===== config.mk =====
export PLATFORM = sky130hd
export DESIGN_NAME = single_indel_pattern_counter_core
export DESIGN_NICKNAME = d
export VERILOG_FILES = /design/src/hw/rtl/sipc_pkg.sv /design/src/hw/rtl/sipc_match.sv /design/src/hw/rtl/sipc_out.sv /design/src/hw/rtl/single_indel_pattern_counter_core.sv
export SDC_FILE = /design/constraint.sdc
export NUM_CORES = 1
export LEC_CHECK = 0
export BUFFER_PORTS_ARGS = -buffer_cell sky130_fd_sc_hd__buf_2
export CAP_MARGIN = 20
export CORE_MARGIN = 4
export CORE_UTILIZATION = 46
export CTS_CLUSTER_DIAMETER = 50
export CTS_CLUSTER_SIZE = 14
export DETAILED_ROUTE_END_ITERATION = 16
export HOLD_SLACK_MARGIN = 0.08
export PLACE_DENSITY = 0.72
export SLEW_MARGIN = 20
export SYNTH_ARGS = -nofsm -noshare
export SYNTH_HDL_FRONTEND = slang
export SYNTH_SLANG_ARGS = --single-unit

===== constraint.sdc =====
create_clock -name clk -period 13.4 [get_ports clk]
set_input_delay 1.34 -clock clk [delete_from_list [all_inputs] [get_ports clk]]
set_output_delay 1.34 -clock clk [all_outputs]
set_load 0.03 [all_outputs]

===== src/hw/rtl/sipc_pkg.sv =====
// ----------------------------------------------------------------------------
// sipc_pkg
// Shared types and constants for the single indel pattern counter.
// ----------------------------------------------------------------------------
package sipc_pkg;

  // Pattern and text geometry.
  localparam int MAX_PATTERN = 16;
  localparam int WIN_DEPTH   = MAX_PATTERN + 1;
  localparam int BASE_W      = 2;
  localparam int LEN_W       = $clog2(MAX_PATTERN + 1);
  localparam int SEEN_W      = $clog2(WIN_DEPTH + 1);
  localparam int PAT_W       = 32;

  // Counter and port widths.
  localparam int COUNT_BITS  = 32;
  localparam int OUT_W       = 32;
  localparam int IN_TDATA_W  = 8;
  localparam int OUT_TDATA_W = 3 * OUT_W;
  localparam int CFG_IDX_W   = 1;
  localparam int CFG_DATA_W  = 32;

  // Configuration register indexes.
  localparam logic [CFG_IDX_W-1:0] REG_PATTERN_BASES = 1'b0;
  localparam logic [CFG_IDX_W-1:0] REG_PATTERN_LEN   = 1'b1;

  // Base codes.
  localparam logic [BASE_W-1:0] BASE_A = 2'd0;
  localparam logic [BASE_W-1:0] BASE_G = 2'd1;
  localparam logic [BASE_W-1:0] BASE_C = 2'd2;
  localparam logic [BASE_W-1:0] BASE_T = 2'd3;

  typedef logic [BASE_W-1:0]     base_t;
  typedef logic [LEN_W-1:0]      len_t;
  typedef logic [SEEN_W-1:0]     seen_t;
  typedef logic [COUNT_BITS-1:0] count_t;

  localparam count_t COUNT_MAX = '1;

  // Per-base match flags from the comparator to the counters.
  typedef struct packed {
    logic exact;
    logic deletion;
    logic insertion;
  } hit_t;

endpackage


===== src/hw/rtl/sipc_match.sv =====
// ----------------------------------------------------------------------------
// sipc_match
// Compares the text window ending at the newest base with the pattern and
// with its one-deletion and one-insertion variants.
// ----------------------------------------------------------------------------
module sipc_match (
  input  sipc_pkg::base_t                      base,
  input  sipc_pkg::base_t [sipc_pkg::MAX_PATTERN-1:0] hist,
  input  logic [sipc_pkg::PAT_W-1:0]           pattern_bases,
  input  sipc_pkg::len_t                       len,
  input  sipc_pkg::seen_t                      seen,
  output sipc_pkg::hit_t                       hit
);
  import sipc_pkg::*;

  // True if some split point s (0..n) has every pre_ok below s and every
  // post_ok from s up to n-1 set: the longer string loses one base at s.
  function automatic logic split_match(input logic [MAX_PATTERN-1:0] pre_ok,
                                       input logic [MAX_PATTERN-1:0] post_ok,
                                       input len_t n);
    logic found;
    logic all_pre;
    logic all_post;
    found = 1'b0;
    for (int s = 0; s <= MAX_PATTERN; s++) begin
      all_pre  = 1'b1;
      all_post = 1'b1;
      for (int j = 0; j < MAX_PATTERN; j++) begin
        if (j < s) begin
          all_pre = all_pre & pre_ok[j];
        end else if (j < int'(n)) begin
          all_post = all_post & post_ok[j];
        end
      end
      if ((s <= int'(n)) && all_pre && all_post) begin
        found = 1'b1;
      end
    end
    return found;
  endfunction

  base_t [WIN_DEPTH-1:0]   win;
  base_t [MAX_PATTERN-1:0] rpat;
  logic [MAX_PATTERN-1:0]  eq_same;
  logic [MAX_PATTERN-1:0]  eq_ahead;
  logic [MAX_PATTERN-1:0]  eq_behind;
  logic [MAX_PATTERN-1:0]  len_mask;
  logic [SEEN_W:0]         seen_x;
  logic [SEEN_W:0]         len_x;

  // Window with the newest base at index 0.
  always_comb begin
    win[0] = base;
    for (int j = 1; j < WIN_DEPTH; j++) begin
      win[j] = hist[j-1];
    end
  end

  // Pattern reversed so that entry j lines up with window entry j.
  always_comb begin
    logic [LEN_W-1:0] idx;
    for (int j = 0; j < MAX_PATTERN; j++) begin
      idx     = LEN_W'(len - LEN_W'(1) - LEN_W'(j));
      rpat[j] = (j < int'(len)) ? pattern_bases[2*idx[LEN_W-2:0] +: BASE_W] : BASE_A;
    end
  end

  // Per-position equalities, aligned and shifted by one either way.
  always_comb begin
    for (int j = 0; j < MAX_PATTERN; j++) begin
      eq_same[j]   = (win[j] == rpat[j]);
      eq_behind[j] = (win[j+1] == rpat[j]);
      len_mask[j]  = (j < int'(len));
      if (j + 1 < MAX_PATTERN) begin
        eq_ahead[j] = (win[j] == rpat[j+1]);
      end else begin
        eq_ahead[j] = 1'b0;
      end
    end
  end

  assign seen_x = {1'b0, seen};
  assign len_x  = {{(SEEN_W + 1 - LEN_W){1'b0}}, len};

  // Match flags, each gated by enough text history.
  always_comb begin
    hit.exact     = (&(eq_same | ~len_mask)) && (seen_x >= len_x);
    hit.deletion  = split_match(eq_same, eq_ahead, LEN_W'(len - LEN_W'(1))) &&
                    (seen_x >= (len_x - (SEEN_W + 1)'(1)));
    hit.insertion = split_match(eq_same, eq_behind, len) &&
                    (seen_x >= (len_x + (SEEN_W + 1)'(1)));
  end

endmodule


===== src/hw/rtl/sipc_out.sv =====
// ----------------------------------------------------------------------------
// sipc_out
// Result register of the master stream: holds the three counts until taken.
// ----------------------------------------------------------------------------
module sipc_out (
  input  logic                               clk,
  input  logic                               rst,
  input  logic                               load,
  input  sipc_pkg::count_t                   exact_count,
  input  sipc_pkg::count_t                   deletion_count,
  input  sipc_pkg::count_t                   insertion_count,
  output logic                               free,
  output logic                               m_axis_tvalid,
  input  logic                               m_axis_tready,
  // exact_count, deletion_count, insertion_count
  output logic [sipc_pkg::OUT_TDATA_W-1:0]   m_axis_tdata
);
  import sipc_pkg::*;

  logic [OUT_TDATA_W-1:0] data;
  logic                   valid;

  // Free when empty or when the held request is taken this cycle.
  assign free = !valid || m_axis_tready;

  // Valid flag.
  always_ff @(posedge clk) begin
    if (rst) begin
      valid <= 1'b0;
    end else if (free) begin
      valid <= load;
    end
  end

  // Payload.
  always_ff @(posedge clk) begin
    if (free && load) begin
      data <= {insertion_count[OUT_W-1:0], deletion_count[OUT_W-1:0],
               exact_count[OUT_W-1:0]};
    end
  end

  assign m_axis_tvalid = valid;
  assign m_axis_tdata  = data;

endmodule


===== src/hw/rtl/single_indel_pattern_counter_core.sv =====
// ----------------------------------------------------------------------------
// single_indel_pattern_counter_core
// Counts exact, one-deletion and one-insertion pattern matches over a
// stream of bases and reports the three counts on the last base of a text.
// ----------------------------------------------------------------------------
// Path: the last base is accepted into the input register; its counts are
// then loaded into the result register that drives the master stream.
// Throughput: one base per cycle, unless a last base must wait for the result
// register to be taken; comparator and counters act on the input register.
// Reset: rst clears the history count, all counts and both stream flags,
// and sets the pattern to length one, all A.
module single_indel_pattern_counter_core (
  input  logic                              clk,
  input  logic                              rst,
  input  logic                              s_axis_tvalid,
  output logic                              s_axis_tready,
  // base, zero fill
  input  logic [sipc_pkg::IN_TDATA_W-1:0]   s_axis_tdata,
  // last_base
  input  logic                              s_axis_tlast,
  output logic                              m_axis_tvalid,
  input  logic                              m_axis_tready,
  // exact_count, deletion_count, insertion_count
  output logic [sipc_pkg::OUT_TDATA_W-1:0]  m_axis_tdata,
  input  logic                              cfg_we,
  input  logic [sipc_pkg::CFG_IDX_W-1:0]    cfg_index,
  input  logic [sipc_pkg::CFG_DATA_W-1:0]   cfg_data
);
  import sipc_pkg::*;

  // Saturating add of a small increment.
  function automatic count_t sat_add(input count_t value, input logic [1:0] inc);
    logic [COUNT_BITS:0] sum;
    sum = {1'b0, value} + (COUNT_BITS + 1)'(inc);
    return sum[COUNT_BITS] ? COUNT_MAX : sum[COUNT_BITS-1:0];
  endfunction

  logic [PAT_W-1:0]        pattern_bases;
  len_t                    pattern_len;
  len_t                    len;

  logic                    in_valid;
  base_t                   in_base;
  logic                    in_last;
  logic                    consume;
  logic                    out_free;

  base_t [MAX_PATTERN-1:0] hist;
  seen_t                   seen;
  seen_t                   seen_next;
  count_t                  exact_total;
  count_t                  deletion_total;
  count_t                  insertion_total;
  count_t                  exact_total_next;
  count_t                  deletion_total_next;
  count_t                  insertion_total_next;
  logic [1:0]              deletion_inc;
  hit_t                    hit;

  // Configuration registers.
  always_ff @(posedge clk) begin
    if (rst) begin
      pattern_bases <= '0;
      pattern_len   <= LEN_W'(1);
    end else if (cfg_we) begin
      case (cfg_index)
        REG_PATTERN_BASES: pattern_bases <= cfg_data[PAT_W-1:0];
        REG_PATTERN_LEN:   pattern_len   <= cfg_data[LEN_W-1:0];
        default: ;
      endcase
    end
  end

  // Effective pattern length, clamped to 1..MAX_PATTERN.
  always_comb begin
    if (pattern_len == '0) begin
      len = LEN_W'(1);
    end else if (pattern_len > LEN_W'(MAX_PATTERN)) begin
      len = LEN_W'(MAX_PATTERN);
    end else begin
      len = pattern_len;
    end
  end

  // The registered base is used unless it is the last one and the result
  // register cannot take its counts.
  assign consume       = in_valid && (!in_last || out_free);
  assign s_axis_tready = !in_valid || consume;

  // Input register.
  always_ff @(posedge clk) begin
    if (rst) begin
      in_valid <= 1'b0;
    end else if (s_axis_tready) begin
      in_valid <= s_axis_tvalid;
    end
  end

  always_ff @(posedge clk) begin
    if (s_axis_tready && s_axis_tvalid) begin
      in_base <= s_axis_tdata[BASE_W-1:0];
      in_last <= s_axis_tlast;
    end
  end

  // History count including the current base, held at the window depth.
  assign seen_next = (seen == SEEN_W'(WIN_DEPTH)) ? seen : seen + SEEN_W'(1);

  sipc_match u_match (
    .base          (in_base),
    .hist          (hist),
    .pattern_bases (pattern_bases),
    .len           (len),
    .seen          (seen_next),
    .hit           (hit)
  );

  // Count updates; a one-base pattern adds one more deletion on the last base.
  always_comb begin
    deletion_inc         = {1'b0, hit.deletion} +
                           {1'b0, in_last && (len == LEN_W'(1))};
    exact_total_next     = sat_add(exact_total, {1'b0, hit.exact});
    deletion_total_next  = sat_add(deletion_total, deletion_inc);
    insertion_total_next = sat_add(insertion_total, {1'b0, hit.insertion});
  end

  // Text history shift line.
  always_ff @(posedge clk) begin
    if (consume) begin
      hist[0] <= in_base;
      for (int j = 1; j < MAX_PATTERN; j++) begin
        hist[j] <= hist[j-1];
      end
    end
  end

  // Running counts, cleared after the last base of a text.
  always_ff @(posedge clk) begin
    if (rst) begin
      seen            <= '0;
      exact_total     <= '0;
      deletion_total  <= '0;
      insertion_total <= '0;
    end else if (consume) begin
      if (in_last) begin
        seen            <= '0;
        exact_total     <= '0;
        deletion_total  <= '0;
        insertion_total <= '0;
      end else begin
        seen            <= seen_next;
        exact_total     <= exact_total_next;
        deletion_total  <= deletion_total_next;
        insertion_total <= insertion_total_next;
      end
    end
  end

  sipc_out u_out (
    .clk             (clk),
    .rst             (rst),
    .load            (consume && in_last),
    .exact_count     (exact_total_next),
    .deletion_count  (deletion_total_next),
    .insertion_count (insertion_total_next),
    .free            (out_free),
    .m_axis_tvalid   (m_axis_tvalid),
    .m_axis_tready   (m_axis_tready),
    .m_axis_tdata    (m_axis_tdata)
  );

endmodule


==> out/qor.txt, run 1 <==
Comb pwr share = 0.171
Hold-fix buffers, CTS = 0
antenna violations before repair = 1
row cnt = 69
DR WL/cell = 19.65 µm
synth top area cells = edfxtp_1 (24%), dfxtp_1 (17%), nand2_1 (5.4%), xnor2_1 (4.9%), a22oi_1 (4.6%)
xor and xnor area share after synthesis = 0.08226
reg2reg setup slack = 3040 ps
first-pass iteration count of the detailed router = 6
multi-input logic area = 0.009246 mm²
postcts setup bufs = 0
layout cells sized above 1 = 0.1446
Adder-Cell Fraction of Synth Area = 0.02596
Final ANT Viol Nets = 0
DR vias = 14,670
die area = 0.03914 mm²
pin count of the biggest net entering global routing = 104
Initial Utilization = 0.4661
synth unique cells = 100
die width = 197.8 µm
EDFF count, synth = 131
CP required = 13,880 ps
fin cells = 2,371
count leader, synth = nand2_1
Core Region = 0.03557 mm²
clock network power share = 0.387
RSZ-0062 raised after global routing = false
H-tree level count = 1
pwr dens = 109.8 mW/mm²
Worst-path clk slew = 60 ps
main combinational cell family by area after synthesis = compound AO/OA/AOI/OAI gates
YS warnings = 0
area fraction of the dominant cell type after synthesis = 0.2373
total clock sinks = 271
multiplexer area fraction after synthesis = 0.05525
async set-reset flop share out of synthesis = 0
Pint = 1.460 mW
register area share after synthesis = 0.4063
Hold Path Class = reg2reg
Fin. Hold Viols = 0
initial drt markers = 1,524
Yosys top cell by area = edfxtp_1
Placed Cells = 2,318
Synth Cell Area = 0.01658 mm²
Residual DRC = 0
area fraction in compound gates after synthesis = 0.2011
cell mode on critical path = ha_1
Sw Ratio = 0.2821
VDD IR-drop max = 0.1420 mV
PnR worst setup slack = 3044 ps
max_slew headroom = 0.2539
crit path DAT = 10,840 ps
Avg Vias per Cell = 6.188
top post-synthesis cells by count = nand2_1 (240), nor2_1 (174), dfxtp_1 (140), edfxtp_1 (131), a21oi_1 (113)
Net Count, Synth = 1,891
first-pass GRT wire length = 74,110 µm
CP max stage cell = or3_1
Fmax = 0.09656 GHz
GP Congestion = 0.9683
Resize count post-CTS = 0
root buf cell = clkbuf_16
Final Max Slew Viols = 0
vias in the first global route = 13,930
outcome = completed
clock latency on the worst-skew pair = 560 ps
Synth Area in Simple Gates = 0.1911
LEAKAGE = 7.489 nW
FILL cells = 3,263
Seq. cell area = 0.006736 mm²
Tcrit/Tclk final = 0.7729
CTS max path bufs = 3
total grt overflow = 0
TritonCTS Buffers = 28
nets = 1,967
Cells after Synth = 1,811
DP HPWL = 33,070 µm
drt total wl = 46,580 µm
peak per-stage delay on the critical path = 830 ps
GR Util All Layers = 0.2288
Max-Cap Viols = 0
PortBufs = 138
pre-CTS WS = 3165 ps
Slew @ Worst Pin = 1110 ps
Clock Skew = 13.60 ps
Crit Path Max Fanout = 55
Avg Cell Area, Syn = 9.154 µm²
critical path class = reg2reg
Die Y = 197.8 µm
# setup viols final = 0
total negative setup slack = 0 ps
top-level I/O count = 145
Tmin final = 10,360 ps
Seq cells post-synth = 271
Layout area overhead = 11.79%
power share of the sequential group = 0.442
CP startpoint kind = flop
CTS tree = built
critical path endpoint category = flop
Net Switching = 573.8 µW
top_reg_cell synth = dfxtp_1
-- power by group through the flow --
stage	clock (mW)	sequential [mW]	combinational, mW
floorplan	0	0.911	0.248
global placement	0	0.915	0.332
detailed placement	0	0.916	0.339
CTS	0.808	0.897	0.340
global route	0.844	0.899	0.373
finish	0.788	0.898	0.348
-- critical path: cells and delay by family, from the launching register on --
kind,cells,cell delay [ps]
AO/OA/AOI/OAI,8,1610
XOR/XNOR,1,380
adder cells (fa/ha/maj),4,1240
buffers and inverters,2,890
flip-flops,1,400
multiplexers,1,650
AND/OR/NAND/NOR,14,5060
-- layer usage --
metal	vias to the layer above	track usage	wire length (µm)	part of all wire
met3	127	0.04305	3954	0.085
met4	0	0.08161	1773	0.038
met5	-	0	0	0
met2	657	0.3690	21360	0.46
met1	7019	0.3096	19490	0.42
li1	6868	-	-	-
-- metrics by stage --
step                      cell area (µm²)    util  total power [mW]  hold slack, ps
after global routing                18530  0.5210             2.116           499.5
after CTS                           18510  0.5205             2.045           486.8
after floorplan                     16580       -             1.159           424.4
after detailed placement            17570  0.4940             1.254           482.5
final                               18530  0.5210             2.034           496.2
after global placement              17530  0.4928             1.247           485.4
-- registers in the layout, summed over array words and instances, names as in the netlist --
register	cells
pattern_bases	32
deletion_total	32
exact_total	32
seen	5
pattern_len	5
u_out.m_axis_tvalid	1
in_base	2
in_last	1
u_out.m_axis_tdata	96
hist	32
in_valid	1
insertion_total	32
-- layout by cell type, fill, tap and decap left out, types with 9 or more instances in the layout --
cell type / instances
edfxtp_1: 131
and4_1: 9
nor3_1: 20
buf_4: 17
and3_1: 30
nand2_1: 239
and2_1: 9
nand3_1: 66
ha_1: 32
a22oi_1: 102
mux2i_1: 21
clkbuf_16: 31
xnor2_1: 92
inv_1: 37
a221oi_1: 11
a31oi_1: 16
o211ai_1: 12
mux4_2: 22
xor2_1: 60
nor2_1: 173
nand4_1: 19
a211oi_1: 40
a21oi_1: 113
o22ai_1: 21
dfxtp_1: 140
o21ai_0: 45
nand2b_1: 16
o211a_1: 20
nor2b_1: 27
buf_2: 137
-- logic make-up (layout without fill, tap and decap cells) --
group | Yosys count | in the layout
AO/OA/AOI/OAI | 474 | 474
XOR/XNOR | 154 | 154
adder cells (fa/ha/maj) | 34 | 34
buffers and inverters | 153 | 251
flip-flops | 271 | 271
multiplexers | 55 | 55
other | 0 | 1
AND/OR/NAND/NOR | 670 | 670
-- final timing paths --
kind	endpoint	start	cells after the start
hold reg to reg	hist[2]$_DFFE_PP_	hist[0]$_DFFE_PP_	0
hold / removal	hist[2]$_DFFE_PP_	hist[0]$_DFFE_PP_	0
setup / recovery	insertion_total[25]$_SDFFE_PP0P_	pattern_len[4]$_SDFFE_PP0P_	30
setup reg to reg	insertion_total[25]$_SDFFE_PP0P_	pattern_len[4]$_SDFFE_PP0P_	30
-- area by class of cell --
class,count,area share
Sequential cell,271,0.3635
Multi-Input combinational cell,1387,0.4989
Clock buffer,41,0.04496
Antenna cell,1,0.0001350
Timing Repair Buffer,157,0.04679
Clock inverter,11,0.005941
Inverter,42,0.008642
Tap cell,461,0.03112
No activity file was read; power rests on OpenSTA's default activity.
==> run 2, diff against run 1 <==
==> constraint.sdc (replaced) <==
create_clock -name clk -period 10.05 [get_ports clk]
set_input_delay 1.005 -clock clk [delete_from_list [all_inputs] [get_ports clk]]
set_output_delay 1.005 -clock clk [all_outputs]
set_load 0.03 [all_outputs]
==> run 2 against run 1 <==
  * Sequential cell count is the same
  * Critical path depth did not move
  * Core utilization grew 0.58 points
  * Cell area grew 1.1%
  * Wire length is 0.34% higher
  * Combinational power up 34%
  * Critical path type unchanged
  * Critical endpoint is now insertion_total[31]$_SDFFE_PP0P_
  * Largest power group unchanged
==> out/qor.txt, run 2 (synthesized netlist as in run 1, its figures left out) <==
outcome = completed
most common cell after layout, fill and taps aside = nand2_1
FILL cells = 3,255
nets = 1,997
Avg Vias per Cell = 6.114
Hold WS = 525.8 ps
pwr dens = 143.5 mW/mm²
first-pass iteration count of the detailed router = 6
initial drt markers = 1,393
PnR worst setup slack = 910.0 ps
VDD IR-drop max = 0.1266 mV
max_slew headroom = 0.2378
TritonCTS Buffers = 28
flip-flop count of the largest register after layout = 96
Max-Cap Viols = 0
Residual DRC = 0
# setup viols final = 0
CP max stage cell = dfxtp_1
Fin. Hold Viols = 0
Pint = 1.926 mW
root buf cell = clkbuf_16
PortBufs = 138
DR WL/cell = 19.47 µm
die area = 0.03914 mm²
CTS max path bufs = 3
postcts setup bufs = 0
vias in the first global route = 13,870
CP required = 10,450 ps
final total power = 2.688 mW
top-level I/O count = 145
GR Util All Layers = 0.2316
total grt overflow = 0
Fmax = 0.1094 GHz
Sw Ratio = 0.2835
layout cells sized above 1 = 0.1568
DP HPWL = 33,640 µm
drt total wl = 46,740 µm
DR vias = 14,670
crit path from = pattern_len[3]$_SDFFE_PP0P_
placed inst area = 0.01778 mm²
Resize count post-CTS = 0
GP Congestion = 0.9914
total negative setup slack = 0 ps
crit path DAT = 9540 ps
Layout area overhead = 13.03%
n_diodes = 0
critical path class = reg2reg
Tmin final = 9140 ps
Clock Skew = 21.75 ps
CP startpoint kind = flop
Crit Path Max Fanout = 18
critical path endpoint category = flop
die width = 197.8 µm
Worst-path clk slew = 60 ps
LEAKAGE = 7.618 nW
Hold Path Class = reg2reg
clock latency on the worst-skew pair = 570 ps
row cnt = 69
commonest non-fill, non-tap cells in the layout = nand2_1 (239), nor2_1 (173), dfxtp_1 (140)
reg-to-reg startpoint = pattern_len[3]$_SDFFE_PP0P_
power share of the sequential group = 0.446
Slew @ Worst Pin = 1134 ps
hold wc startpoint = exact_total[0]$_SDFFE_PP0P_
antenna violations before repair = 0
Comb pwr share = 0.173
multi-input logic area = 0.009248 mm²
H-tree level count = 1
design area = 0.01874 mm²
Core Region = 0.03557 mm²
Hold-fix buffers, CTS = 0
Seq. cell area = 0.006736 mm²
first-pass GRT wire length = 74,910 µm
peak per-stage delay on the critical path = 910 ps
Final Max Slew Viols = 0
CTS tree = built
clock network power share = 0.381
pin count of the biggest net entering global routing = 94
Die Y = 197.8 µm
pre-CTS WS = 1096 ps
Net Switching = 762.2 µW
Initial Utilization = 0.4661
Tcrit/Tclk final = 0.9094
RSZ-0062 raised after global routing = false
Final ANT Viol Nets = 0
total clock sinks = 271
-- run 2: worst max-delay path: cells and delay by family, from the launching register on --
family          cells  cell delay (ps)
xor+xnor            1              400
mux                 1              650
simple gates       16             4660
fa+ha+maj           3              830
compound gates      8             1400
flops               1              910
buf+inv             1              100
-- run 2: cell type report --
type | count | share of cell area
Timing Repair Buffer | 187 | 0.05836
Inverter | 42 | 0.008546
Multi-Input combinational cell | 1387 | 0.4935
Sequential cell | 271 | 0.3595
Tap cell | 461 | 0.03078
Clock buffer | 42 | 0.04467
Clock inverter | 10 | 0.004674
-- run 2: path summary, 6_finish.rpt --
path | to | slack, ps | cells after the start
hold / removal | exact_total[0]$_SDFFE_PP0P_ | 530 | 2
hold reg to reg | exact_total[0]$_SDFFE_PP0P_ | 530 | 2
setup / recovery | insertion_total[31]$_SDFFE_PP0P_ | 910 | 30
setup reg to reg | insertion_total[31]$_SDFFE_PP0P_ | 910 | 30
-- run 2: metrics by stage --
stage | util | std cells
2_1_floorplan | - | 1811
3_3_place_gp | 0.4999 | 2347
3_5_place_dp | 0.4999 | 2347
4_1_cts | 0.5259 | 2399
5_1_grt | 0.5268 | 2400
6_report | 0.5268 | 2400
-- run 2: power groups by stage --
stage                     Clock [mW]  Combinational, mW  Sequential, mW
after CTS                       1.05              0.455            1.20
after global placement             0              0.446            1.22
after detailed placement           0              0.453            1.22
final                           1.02              0.465            1.20
after floorplan                    0              0.331            1.22
after global routing            1.10              0.500            1.20
-- run 2: routing by layer --
layer | vias up | wire length [µm] | GRT usage
met5 | - | 0 | 0
met3 | 122 | 3678 | 0.03845
met1 | 7021 | 19950 | 0.3171
met4 | 0 | 1750 | 0.07600
met2 | 613 | 21360 | 0.3761
li1 | 6917 | - | -
==> run 3, diff against run 2 <==
--- a/config.mk
+++ b/config.mk
@@ -14,6 +14,7 @@
 export DETAILED_ROUTE_END_ITERATION = 16
 export HOLD_SLACK_MARGIN = 0.08
 export PLACE_DENSITY = 0.72
+export REMOVE_ABC_BUFFERS = 1
 export SLEW_MARGIN = 20
 export SYNTH_ARGS = -nofsm -noshare
 export SYNTH_HDL_FRONTEND = slang
==> run 3 against run 2 <==
  * Register-to-register slack better by 210 ps
  * Fmax is 2.4% higher
  * Critical path type unchanged
  * Sequential share of layout area hardly changed
  * First-iteration DRC count is 5.7% higher
  * Clock skew is 2.5 ps higher
  * Global-route usage is 0.17 points higher
  * Non-clock buffer count is 3 lower
  * Cell count hardly changed
  * Clock power hardly changed
  * Die area stayed put
  * Wire length is 1.3% higher
  * Largest power group unchanged
  * Via count is 0.30% higher
==> out/qor.txt, run 3 (synthesized netlist as in run 1, its figures left out) <==
outcome = completed
cell mode on critical path = ha_1
PnR worst setup slack = 1120 ps
vias in the first global route = 13,790
total negative setup slack = 0 ps
TritonCTS Buffers = 29
VDD IR-drop max = 0.1458 mV
total clock sinks = 271
Fin. Hold Viols = 0
reg2reg setup slack = 1120 ps
first-pass iteration count of the detailed router = 6
design area = 0.01873 mm²
clock latency on the worst-skew pair = 590 ps
Fmax = 0.1120 GHz
WHS Path Cells = 2
# setup viols final = 0
Seq. cell area = 0.006736 mm²
Net Switching = 791.7 µW
CP max stage cell = nor4_2
FILL cells = 3,252
root buf cell = clkbuf_16
Final Max Slew Viols = 0
Hold-fix buffers, CTS = 0
RSZ-0062 raised after global routing = false
CTS max path bufs = 3
Tcrit/Tclk final = 0.8885
PortBufs = 138
top-level I/O count = 145
n_diodes = 0
critical path class = reg2reg
hold wc startpoint = pattern_bases[27]$_SDFFE_PP0P_
drt total wl = 47,330 µm
peak per-stage delay on the critical path = 770 ps
CP required = 10,560 ps
Avg Vias per Cell = 6.135
Die Y = 197.8 µm
Worst-path clk slew = 70 ps
Comb pwr share = 0.174
DR vias = 14,720
power share of the sequential group = 0.440
Layout area overhead = 12.97%
multi-input logic area = 0.009250 mm²
CP startpoint kind = flop
Max-Cap Viols = 0
reg-to-reg startpoint = pattern_len[1]$_SDFFE_PP0P_
GR Util All Layers = 0.2333
critical path endpoint category = flop
Sw Ratio = 0.2912
clock network power share = 0.386
Slew @ Worst Pin = 1092 ps
row cnt = 69
nets = 1,995
most common cell after layout, fill and taps aside = nand2_1
antenna violations before repair = 0
DR WL/cell = 19.73 µm
Initial Utilization = 0.4661
H-tree level count = 1
initial drt markers = 1,472
pre-CTS WS = 1385 ps
pin count of the biggest net entering global routing = 105
commonest non-fill, non-tap cells in the layout = nand2_1 (239), nor2_1 (173), dfxtp_1 (140)
Tmin final = 8930 ps
postcts setup bufs = 0
Pint = 1.927 mW
Crit Path Max Fanout = 34
placed inst area = 0.01778 mm²
Clock Skew = 24.24 ps
flip-flop count of the largest register after layout = 96
LEAKAGE = 7.614 nW
total grt overflow = 0
DP HPWL = 33,420 µm
first-pass GRT wire length = 75,420 µm
GP Congestion = 1.003
die area = 0.03914 mm²
crit path DAT = 9440 ps
Resize count post-CTS = 0
pwr dens = 145.2 mW/mm²
max_slew headroom = 0.2679
die width = 197.8 µm
reg2reg end = exact_total[17]$_SDFFE_PP0P_
Core Region = 0.03557 mm²
Residual DRC = 0
Final ANT Viol Nets = 0
Hold Path Class = reg2reg
Worst Reg2Reg Path Length in Cells = 34
CTS tree = built
Hold Path Sink = pattern_bases[27]$_SDFFE_PP0P_
layout cells sized above 1 = 0.1574
-- run 3: changes by cell type in the layout (fill, tap and decap cells not counted), sizes merged --
cell	previous run	this run
clkbuf	42	37
buf	187	184
inv	43	46
clkinv	8	10
clkinvlp	1	2
bufinv	0	1
-- run 3: critical path, delay by kind of cell, from the launching register on --
| family | cells | cell delay [ps] |
|---|---|---|
| buffers and inverters | 6 | 1490 |
| AOI/OAI and AO/OA | 9 | 1780 |
| DFF | 1 | 330 |
| adders and majority gates | 4 | 1290 |
| and+or+nand+nor | 15 | 3930 |
-- run 3: power groups by stage --
stage,logic (mW),registers [mW],clock network [mW]
5_1_grt,0.507,1.20,1.12
3_3_place_gp,0.452,1.22,0
4_1_cts,0.462,1.20,1.07
6_report,0.473,1.20,1.05
2_1_floorplan,0.304,1.22,0
3_5_place_dp,0.459,1.22,0
-- run 3: worst max-delay path by stage --
stage / cells after the start / endpoint / from / slack (ps)
global route: 30 / deletion_total[31]$_SDFFE_PP0P_ / pattern_len[1]$_SDFFE_PP0P_ / 650
global placement: 34 / exact_total[17]$_SDFFE_PP0P_ / pattern_len[1]$_SDFFE_PP0P_ / 1530
floorplan: 29 / insertion_total[25]$_SDFFE_PP0P_ / pattern_len[4]$_SDFFE_PP0P_ / 1120
finish: 34 / exact_total[17]$_SDFFE_PP0P_ / pattern_len[1]$_SDFFE_PP0P_ / 1120
detailed placement: 30 / insertion_total[25]$_SDFFE_PP0P_ / pattern_len[1]$_SDFFE_PP0P_ / 1380
CTS: 34 / exact_total[17]$_SDFFE_PP0P_ / pattern_len[1]$_SDFFE_PP0P_ / 1330
-- run 3: layout make-up --
cell class              count  area share
multi-input cells        1387      0.4939
flip-flops and latches    271      0.3597
repair buffers            184     0.05679
clock buffers              37     0.04142
well taps                 461     0.03080
clock inverters            17    0.008819
inverters                  42    0.008552
-- run 3: per-layer routing --
metal / global-route usage / part of all wire
met1: 0.3280 / 0.43
met3: 0.04611 / 0.083
met4: 0.06478 / 0.026
met5: 0 / 0
met2: 0.3691 / 0.46
-- run 3: metrics by stage --
stage | util | cells | hold WS [ps] | total power, mW
floorplan | - | 1700 | 460.8 | 1.527
global placement | 0.4996 | 2345 | 488.2 | 1.671
detailed placement | 0.4999 | 2345 | 493.6 | 1.680
CTS | 0.5263 | 2399 | 501.0 | 2.730
global route | 0.5265 | 2399 | 536.9 | 2.827
finish | 0.5265 | 2399 | 500.3 | 2.719
